==> src/hw/rtl/bltw_pkg.sv <==
// ----------------------------------------------------------------------------
// bltw_pkg
// Shared types, constants and the table lookup of the two-pass 3x3 filter.
// ----------------------------------------------------------------------------
package bltw_pkg;

  localparam int unsigned MaxWidth  = 1024;
  localparam int unsigned ColW      = $clog2(MaxWidth);
  localparam int unsigned FillW     = $clog2(MaxWidth + 1);
  localparam int unsigned NumWords  = 8;
  localparam int unsigned WordW     = 64;
  localparam int unsigned CfgIdxW   = $clog2(NumWords);
  localparam int unsigned OnW       = 21;
  localparam int unsigned FifoDepth = 4;
  localparam int unsigned GapW      = 3;

  localparam logic [OnW-1:0]  OnMax  = {OnW{1'b1}};
  localparam logic [GapW-1:0] GapMax = 3'd7;
  localparam logic [GapW-1:0] GapWin = 3'd4;

  typedef logic [ColW-1:0] col_t;
  typedef logic [NumWords-1:0][WordW-1:0] lut_tbl_t;

  // One classified input pixel, front to back.
  typedef struct packed {
    logic px;
    col_t col;
    logic r_ge1;
    logic r_ge2;
    logic end_row;
    logic fe;
    logic emit;
  } item_t;

  // Bit n of word k is entry 64*k+n.
  function automatic logic lut(input lut_tbl_t tbl, input logic [8:0] idx);
    return tbl[idx[8:6]][idx[5:0]];
  endfunction

endpackage

==> src/hw/rtl/bltw_front.sv <==
// ----------------------------------------------------------------------------
// bltw_front
// Tracks raster position and classifies each accepted pixel for the back end.
// ----------------------------------------------------------------------------
module bltw_front import bltw_pkg::*; (
  input  logic  clk_i,
  input  logic  rst_ni,
  input  logic  in_valid_i,
  output logic  in_stall_o,
  input  logic  pixel_in_i,
  input  logic  row_end_i,
  input  logic  frame_end_i,
  input  logic  fifo_full_i,
  output logic  push_o,
  output item_t item_o
);

  localparam col_t ColLast = col_t'(MaxWidth - 1);
  localparam col_t ColTwo  = col_t'(2);

  col_t       col_q, col_d;
  logic [1:0] rcls_q, rcls_d;  // rows seen this frame, saturating at two
  logic       end_row;

  assign in_stall_o = fifo_full_i;
  assign push_o     = in_valid_i & ~fifo_full_i;
  assign end_row    = row_end_i | frame_end_i | (col_q == ColLast);

  always_comb begin
    item_o.px      = pixel_in_i;
    item_o.col     = col_q;
    item_o.r_ge1   = (rcls_q != 2'd0);
    item_o.r_ge2   = rcls_q[1];
    item_o.end_row = end_row;
    item_o.fe      = frame_end_i;
    item_o.emit    = rcls_q[1] & (col_q >= ColTwo);
  end

  always_comb begin
    col_d  = col_q;
    rcls_d = rcls_q;
    if (push_o) begin
      if (frame_end_i) begin
        col_d  = '0;
        rcls_d = 2'd0;
      end else if (end_row) begin
        col_d  = '0;
        rcls_d = rcls_q[1] ? rcls_q : rcls_q + 2'd1;
      end else begin
        col_d  = col_q + col_t'(1);
      end
    end
  end

  always_ff @(posedge clk_i or negedge rst_ni) begin
    if (!rst_ni) begin
      col_q  <= '0;
      rcls_q <= 2'd0;
    end else begin
      col_q  <= col_d;
      rcls_q <= rcls_d;
    end
  end

endmodule

==> config.mk <==
export PLATFORM = sky130hd
export DESIGN_NAME = bltw_front
export DESIGN_NICKNAME = d
export VERILOG_FILES = /design/src/hw/rtl/bltw_pkg.sv /design/src/hw/rtl/bltw_front.sv
export SDC_FILE = /design/constraint.sdc
export NUM_CORES = 1
export LEC_CHECK = 0
export BUFFER_PORTS_ARGS = -buffer_cell sky130_fd_sc_hd__buf_2
export CORE_ASPECT_RATIO = 1.1
export CORE_MARGIN = 1.5
export CORE_UTILIZATION = 43
export CTS_CLUSTER_SIZE = 12
export DETAILED_ROUTE_END_ITERATION = 7
export PLACE_DENSITY = 0.69
export SLEW_MARGIN = 5
export SYNTH_ARGS = -nofsm -noshare
export SYNTH_HDL_FRONTEND = slang
export SYNTH_SLANG_ARGS = --single-unit
export TNS_END_PERCENT = 30
==> constraint.sdc <==
create_clock -name clk_i -period 1.95 [get_ports clk_i]
set_input_delay 0.39 -clock clk_i [delete_from_list [all_inputs] [get_ports clk_i]]
set_output_delay 0.39 -clock clk_i [all_outputs]
set_load 0.005 [all_outputs]
==> results.json <==
{
  "cts_tree": "built",
  "setup_viol": 0,
  "dieArea_um2": 2000,
  "n_antenna_cell": 0,
  "critPathKind": "flip-flop to primary output",
  "fillers": 153,
  "synth-edff-count": 0,
  "drv_cap": 0,
  "post-route-cell-area_um2": 930,
  "area_delta_synth_final_pct": 24.0,
  "cts_sinks": 12,
  "p_per_area_nw_per_um2": 631,
  "fmax_mhz": 527,
  "ir_drop_v": 0.000357,
  "end_kind": "primary output",
  "drive_gt1_share_pct": 36.4,
  "gp_congestion": 0.797,
  "die_w_um": 42.8,
  "ys_ff_latch": 12,
  "first_pass_iters": 3,
  "via_per_inst": 5.63,
  "coreArea_um2": 1600,
  "finalWorstSetupSlack_ns": 0.0536,
  "nNetsFinal": 118,
  "ioPinCount": 25,
  "first_global_vias": 583,
  "arrival_ns": 1.51,
  "synth_area_um2": 749,
  "dp_slack_ns": 0.204,
  "async_flop_share_pct": 100,
  "tightest_slew_ns": 0.355,
  "antenna_found_initial": 0,
  "synth.distinct_cells": 30,
  "final_common_cell": "buf_2",
  "insertion_delay_ns": 0.27,
  "fin_crit_ns": 1.90,
  "grt_pass1_wl_um": 2630,
  "syn_nets": 92,
  "portBuffers": 22,
  "rows": 15,
  "seq_area_frac_synth_pct": 40.1,
  "register_area_um2": 303,
  "ant_nets": 0,
  "drtIter0Drc": 12,
  "drt-total-wl_um": 1790,
  "rsz0062_at_grt": "true",
  "grt-ovfl-total": 0,
  "path_max_fanout": 6,
  "placed_area_um2": 846,
  "hold_slack_ns": 0.360,
  "ys_warn_count": 0,
  "path_clk_slew_ns": 0.08,
  "setup_tns_ns": 0,
  "finalHoldViolations": 0,
  "cts_max_path_buffers": 2,
  "vias": 698,
  "multi_input_area_um2": 414,
  "clock_skew_ns": 0.00247,
  "drcViolationCount": 0,
  "grt_max_degree": 13,
  "leakage_uw": 0.000443,
  "post_drt_wl_per_cell_um": 14.4,
  "slew_headroom_pct": 76.0,
  "clockRootBuffer": "clkbuf_4",
  "status": "finished clean",
  "htree_levels": 1,
  "cp_data_required_time_ns": 1.56,
  "synthFlopType": "dfrtp_1",
  "start_util_pct": 47.0,
  "final_cell_mix": "buf_2, nor2_1, dfrtp_1",
  "numCtsBuffers": 3,
  "hold_class": "primary input to flip-flop",
  "dp_hpwl_um": 1190,
  "startpoint_type": "flip-flop",
  "slew_viol_final": 0,
  "grt_util_all_layers_pct": 18.2,
  "syn_area_per_cell_um2": 9.03,
  "die_y_um": 46.8,
  "period_share_pct": 97.3,
  "syn_inst": 83
}
-- sequential cells by signal, indices dropped and copies added (netlist names) --
| signal | count |
|---|---|
| rcls_q | 2 |
| col_q | 10 |
-- synthesized netlist by cell type (all sizes together) (2+ instances only) --
master,count,share of area [%]
inv,5,2.5
nor3,3,2.0
nand3b,2,2.0
buf,6,5.7
nand2,8,4.0
o21ai,2,1.3
xnor2,4,4.7
or2,2,1.7
nand4,3,2.5
nor2,12,6.0
nor4,3,3.3
dfrtp,12,40
ha,2,3.3
a21oi,2,1.3
xor2,3,3.5
o31ai,2,2.0
-- final timing paths --
kind | startpoint | endpoint | slack (ns) | cells past startpoint
setup reg to reg | col_q[1]$_DFFE_PN0P_ | col_q[8]$_DFFE_PN0P_ | 0.30 | 8
max in group asynchronous | rst_ni | col_q[0]$_DFFE_PN0P_ | 1.19 | 2
hold / removal | frame_end_i | rcls_q[1]$_DFFE_PN0P_ | 0.36 | 2
setup / recovery | col_q[1]$_DFFE_PN0P_ | item_o[2] | 0.05 | 5
min in group asynchronous | rst_ni | col_q[6]$_DFFE_PN0P_ | 0.52 | 2
hold reg to reg | col_q[0]$_DFFE_PN0P_ | col_q[0]$_DFFE_PN0P_ | 0.59 | 2
-- cells by family after synthesis --
family / synth area share, %
xor gates and xnor gates: 8.18
DFF: 40.1
buffers and inverters: 8.18
and+or+nand+nor: 28.7
adders and majority gates: 3.34
AOI/OAI and AO/OA: 11.5
-- per-layer routing --
layer	up-vias	GRT usage (%)	part of all wire, %
met3	6	2.69	3.6
met4	0	11.3	2.2
li1	338	-	-
met2	21	28.2	48
met1	333	24.3	46
met5	-	0	0
-- stage by stage --
stage,power (µW),cells,utilization (%)
4_1_cts,581,121,55.7
6_report,586,124,58.3
2_1_floorplan,382,83,-
5_1_grt,620,124,58.3
3_5_place_dp,424,117,53.0
3_3_place_gp,419,117,53.0
-- power breakdown --
| group | internal [µW] | total, µW | switching, µW |
|---|---|---|---|
| logic | 71.7 | 128 | 56.2 |
| clock network | 71.5 | 155 | 83.7 |
| registers | 271 | 303 | 32.2 |
-- what timing repair did --
| action | 4_1_cts | 5_1_grt |
|---|---|---|
| resized for setup | 2 | 4 |
| gates cloned | 0 | 0 |
| hold buffers | 1 | 0 |
| endpoints found under the hold margin | 12 | 0 |
| setup endpoints to repair | 1 | 2 |
| pin swaps | 0 | 1 |
| setup buffers | 0 | 3 |
-- critical path, cell delays in order (launching register included) --
cell and delay [ns]:
dfrtp_2 0.46, ha_4 0.19, and3_1 0.17, a41oi_2 0.22, inv_1 0.07, buf_2 0.13
-- layout make-up --
class,count,area share (%)
multi-input combinational,60,44.5
timing repair buffer,27,16.2
sequential,12,32.6
tap,17,2.29
inverter,5,2.02
clock buffer,3,2.42
Note: power is estimated with default switching activity, not from simulation.
