`src/hw/rtl/bltw_pkg.sv`:
```
// ----------------------------------------------------------------------------
// bltw_pkg
// Shared types, constants and the table lookup of the two-pass 3x3 filter.
// ----------------------------------------------------------------------------
package bltw_pkg;

  localparam int unsigned MaxWidth  = 1024;
  localparam int unsigned ColW      = $clog2(MaxWidth);
  localparam int unsigned FillW     = $clog2(MaxWidth + 1);
  localparam int unsigned NumWords  = 8;
  localparam int unsigned WordW     = 64;
  localparam int unsigned CfgIdxW   = $clog2(NumWords);
  localparam int unsigned OnW       = 21;
  localparam int unsigned FifoDepth = 4;
  localparam int unsigned GapW      = 3;

  localparam logic [OnW-1:0]  OnMax  = {OnW{1'b1}};
  localparam logic [GapW-1:0] GapMax = 3'd7;
  localparam logic [GapW-1:0] GapWin = 3'd4;

  typedef logic [ColW-1:0] col_t;
  typedef logic [NumWords-1:0][WordW-1:0] lut_tbl_t;

  // One classified input pixel, front to back.
  typedef struct packed {
    logic px;
    col_t col;
    logic r_ge1;
    logic r_ge2;
    logic end_row;
    logic fe;
    logic emit;
  } item_t;

  // Bit n of word k is entry 64*k+n.
  function automatic logic lut(input lut_tbl_t tbl, input logic [8:0] idx);
    return tbl[idx[8:6]][idx[5:0]];
  endfunction

endpackage

```
`src/hw/rtl/bltw_fifo.sv`:
```
// ----------------------------------------------------------------------------
// bltw_fifo
// Short queue of classified pixels between the front and back ends.
// ----------------------------------------------------------------------------
module bltw_fifo import bltw_pkg::*; (
  input  logic  clk_i,
  input  logic  rst_ni,
  input  logic  push_i,
  input  item_t item_i,
  output logic  full_o,
  input  logic  pop_i,
  output logic  empty_o,
  output item_t head_o
);

  localparam int unsigned PtrW = $clog2(FifoDepth);
  localparam int unsigned CntW = $clog2(FifoDepth + 1);

  item_t           buf_q [FifoDepth];
  logic [PtrW-1:0] wr_ptr_q, rd_ptr_q;
  logic [CntW-1:0] cnt_q;
  logic            do_push, do_pop;

  assign full_o  = (cnt_q == CntW'(FifoDepth));
  assign empty_o = (cnt_q == '0);
  assign head_o  = buf_q[rd_ptr_q];
  assign do_push = push_i & ~full_o;
  assign do_pop  = pop_i & ~empty_o;

  always_ff @(posedge clk_i) begin
    if (do_push) begin
      buf_q[wr_ptr_q] <= item_i;
    end
  end

  always_ff @(posedge clk_i or negedge rst_ni) begin
    if (!rst_ni) begin
      wr_ptr_q <= '0;
      rd_ptr_q <= '0;
      cnt_q    <= '0;
    end else begin
      if (do_push) wr_ptr_q <= wr_ptr_q + PtrW'(1);
      if (do_pop)  rd_ptr_q <= rd_ptr_q + PtrW'(1);
      case ({do_push, do_pop})
        2'b10:   cnt_q <= cnt_q + CntW'(1);
        2'b01:   cnt_q <= cnt_q - CntW'(1);
        default: cnt_q <= cnt_q;
      endcase
    end
  end

endmodule

```
`config.mk`:
```
export PLATFORM = sky130hd
export DESIGN_NAME = bltw_fifo
export DESIGN_NICKNAME = d
export VERILOG_FILES = /design/src/hw/rtl/bltw_pkg.sv /design/src/hw/rtl/bltw_fifo.sv
export SDC_FILE = /design/constraint.sdc
export NUM_CORES = 1
export LEC_CHECK = 0
export ABC_AREA = 0
export BUFFER_PORTS_ARGS = -buffer_cell sky130_fd_sc_hd__buf_2
export CORE_UTILIZATION = 51
export DETAILED_ROUTE_END_ITERATION = 10
export PLACE_DENSITY = 0.82
export SKIP_CTS_REPAIR_TIMING = 1
export SLEW_MARGIN = 20
export SYNTH_ARGS = -nofsm -noshare
export SYNTH_HDL_FRONTEND = slang
export SYNTH_SLANG_ARGS = --single-unit
```
`constraint.sdc`:
```
create_clock -name clk_i -period 2.01 [get_ports clk_i]
set_clock_uncertainty 0.1 [all_clocks]
set_input_delay 0.1005 -clock clk_i [delete_from_list [all_inputs] [get_ports clk_i]]
set_output_delay 0.1005 -clock clk_i [all_outputs]
set_load 0.02 [all_outputs]
```
==> impl_metrics.toml <==
[routing]
via_per_inst = 5.136
num_vias = 1397
wl_um = 4617
first_iter_violations = 63
route.detailed.drc = 0
antenna_left = 0
wl_per_cell_um = 16.97
dr.pass1.iters = 4

[power_and_ir_drop]
p_leak_uw = 0.001321
power.share.clock_pct = 19.7
internal-power_uw = 3304
p_sw_share_pct = 32.32
p_switching_uw = 1578
p_comb_share_pct = 37.1
p_per_area_nw_per_um2 = 1396
vdd.ir_drop.worst_v = 0.0008626
p_seq_share_pct = 43.3
p_total_uw = 4882

[logic_synthesis]
synth_seq_cells = 71
seq_area_frac_synth_pct = 75.56
avgSynthCellArea_um2 = 22.94
syn-num-nets = 147
syn_area_um2 = 2775
ys_types = 21
yosys_warnings = 0
syn_inst = 121

[sta]
setup_viol = 0
worst_slew_pin_slew_ns = 0.2684
min_period_ns = 2.001
slew_violations = 0
relSlewSlack_pct = 82.11
rsz0062_at_grt = "true"
hold_violations = 0
max_freq_mhz = 499.6
fin_crit_sh_pct = 99.57

[cts]
clkTransAtPathRegs_ns = 0.07
cts_tree = "built"
clkLatencyLatePin_ns = 0.34
clockBufferDepth = 2
cts_buffers = 9
cts_sinks = 71
root_buffer = "clkbuf_8"
cts_max_level = 3

[place]
port_buffers = 37
gp_congestion = 0.7613
hpwl_um = 2846
dpl_cell_area_um2 = 3090

[die]
die_w_um = 75.77
die_height_um = 75.77
die_area_um2 = 5740
core-area_um2 = 5172
num_rows = 26
start_util_pct = 53.65
ios = 38

[run]
drv_cap = 0

[global_route]
grt_pass1_vias = 1378
grt_overflow = 0
grt_first_pass_wirelength_um = 6506
antenna_found_initial = 0
grt_max_degree = 17
track_usage_pct = 17.37

[finish]
final_common_cell = "edfxtp_1"
nNetsFinal = 223
syn2layout_area_growth_pct = 26.06
fin_area_um2 = 3498
antennaDiodeCount = 0
layout-drive-gt1-share_pct = 41.09
final_cell_mix = "edfxtp_1 (64), buf_2 (37), dlygate4sd3_1 (17)"

[worst_setup_path]
end_kind = "flip-flop"
crit_required_ns = 2.17
critPathLaunchType = "flip-flop"
crit_type = "flip-flop to flip-flop"
crit_fanout = 3
arrival_ns = 2.16

[status]
status = "finished, final reports clean"

[worst_hold_path]
hp-class = "input port to asynchronous set/reset pin"
## Yosys cell counts, drive strengths merged
| library cell | count | area [um^2] |
|---|---|---|
| edfxtp | 64 | 1922 |
| mux4 | 16 | 390.4 |
| dfrtp | 7 | 175.2 |
| inv | 6 | 22.52 |
| ha | 5 | 62.56 |
| and2 | 4 | 25.02 |
| buf | 4 | 41.29 |
| xnor2 | 3 | 26.28 |
| xor2 | 3 | 26.28 |
| fa | 1 | 20.02 |
| mux2 | 1 | 11.26 |
| mux2i | 1 | 10.01 |
| nand2 | 1 | 3.750 |
| nor2 | 1 | 3.750 |
| nor2b | 1 | 8.760 |
| nor3 | 1 | 5.000 |
| nor3b | 1 | 12.51 |
| o31a | 1 | 8.760 |
## area by class of cell
class | instances | area, um^2
timing repair buffer | 69 | 480.5
multi-input combinational | 40 | 640.6
inverter | 6 | 22.52
fill | 350 | 1674
clock inverter | 4 | 22.52
sequential | 71 | 2100
tap | 70 | 87.58
clock buffer | 12 | 145.1
## routing by layer
layer | GRT usage [%] | vias up | part of all wire, %
met5 | 0 | - | 0
met4 | 9.259 | 0 | 2.6
met3 | 5.952 | 11 | 4.7
met2 | 29.60 | 45 | 51
met1 | 19.21 | 699 | 42
li1 | - | 642 | -
## worst max-delay path, cell delays in order, from the launching register on
cell and delay, ns:
dfrtp_2 0.43, nor3b_4 0.28, nor2b_4 0.08, inv_2 0.08
ha_4 0.14, inv_2 0.04, fa_2 0.37, xor2_1 0.14
nor2_1 0.11, xor2_1 0.15
## final timing paths
check,to,slack (ns),cells past startpoint,from
setup / recovery,cnt_q[2],0.009,9,cnt_q[0]
hold / removal,wr_ptr_q[0],0.02,2,rst_ni
setup reg to reg,cnt_q[2],0.009,9,cnt_q[0]
hold reg to reg,wr_ptr_q[1],0.48,1,wr_ptr_q[1]
max in group asynchronous,cnt_q[0],1.61,2,rst_ni
min in group clk_i,rd_ptr_q[1],0.12,4,pop_i
## logic make-up (layout without fill, tap and decap cells)
kind of cell | count (synthesis) | in the layout | synth area share (%)
buffers and inverters | 10 | 91 | 2.299
adders and majority gates | 6 | 6 | 2.976
and+or+nand+nor | 9 | 9 | 2.118
muxes | 18 | 18 | 14.83
xor gates and xnor gates | 6 | 6 | 1.894
AOI/OAI and AO/OA | 1 | 1 | 0.3157
DFF | 71 | 71 | 75.56
## power by group through the flow
stage	combinational [uW]	sequential, uW	clock (uW)
3_5_place_dp	1690	2160	0
4_1_cts	1700	2120	977
2_1_floorplan	1240	2090	0
6_report	1810	2110	962
3_3_place_gp	1640	2130	0
5_1_grt	1960	2140	1040
## through the flow
stage / hold slack, ns / std cells / utilization [%] / setup TNS (ns) / setup slack [ns]
2_1_floorplan: -0.2951 / 121 / - / -0.03776 / -0.03776
3_3_place_gp: -0.1629 / 232 / 59.75 / 0 / 0.09203
3_5_place_dp: -0.1536 / 232 / 59.75 / -0.007609 / -0.007609
4_1_cts: -0.5184 / 248 / 62.99 / -0.03610 / -0.03610
5_1_grt: 0.02077 / 272 / 67.63 / -0.2594 / -0.1054
6_report: 0.02298 / 272 / 67.63 / 0 / 0.008577
## sequential cells by signal, indices dropped and copies added, names as in the netlist
signal and count:
wr_ptr_q 2, buf_q 64, cnt_q 3, rd_ptr_q 2
Power figures use the tool's default switching activity.
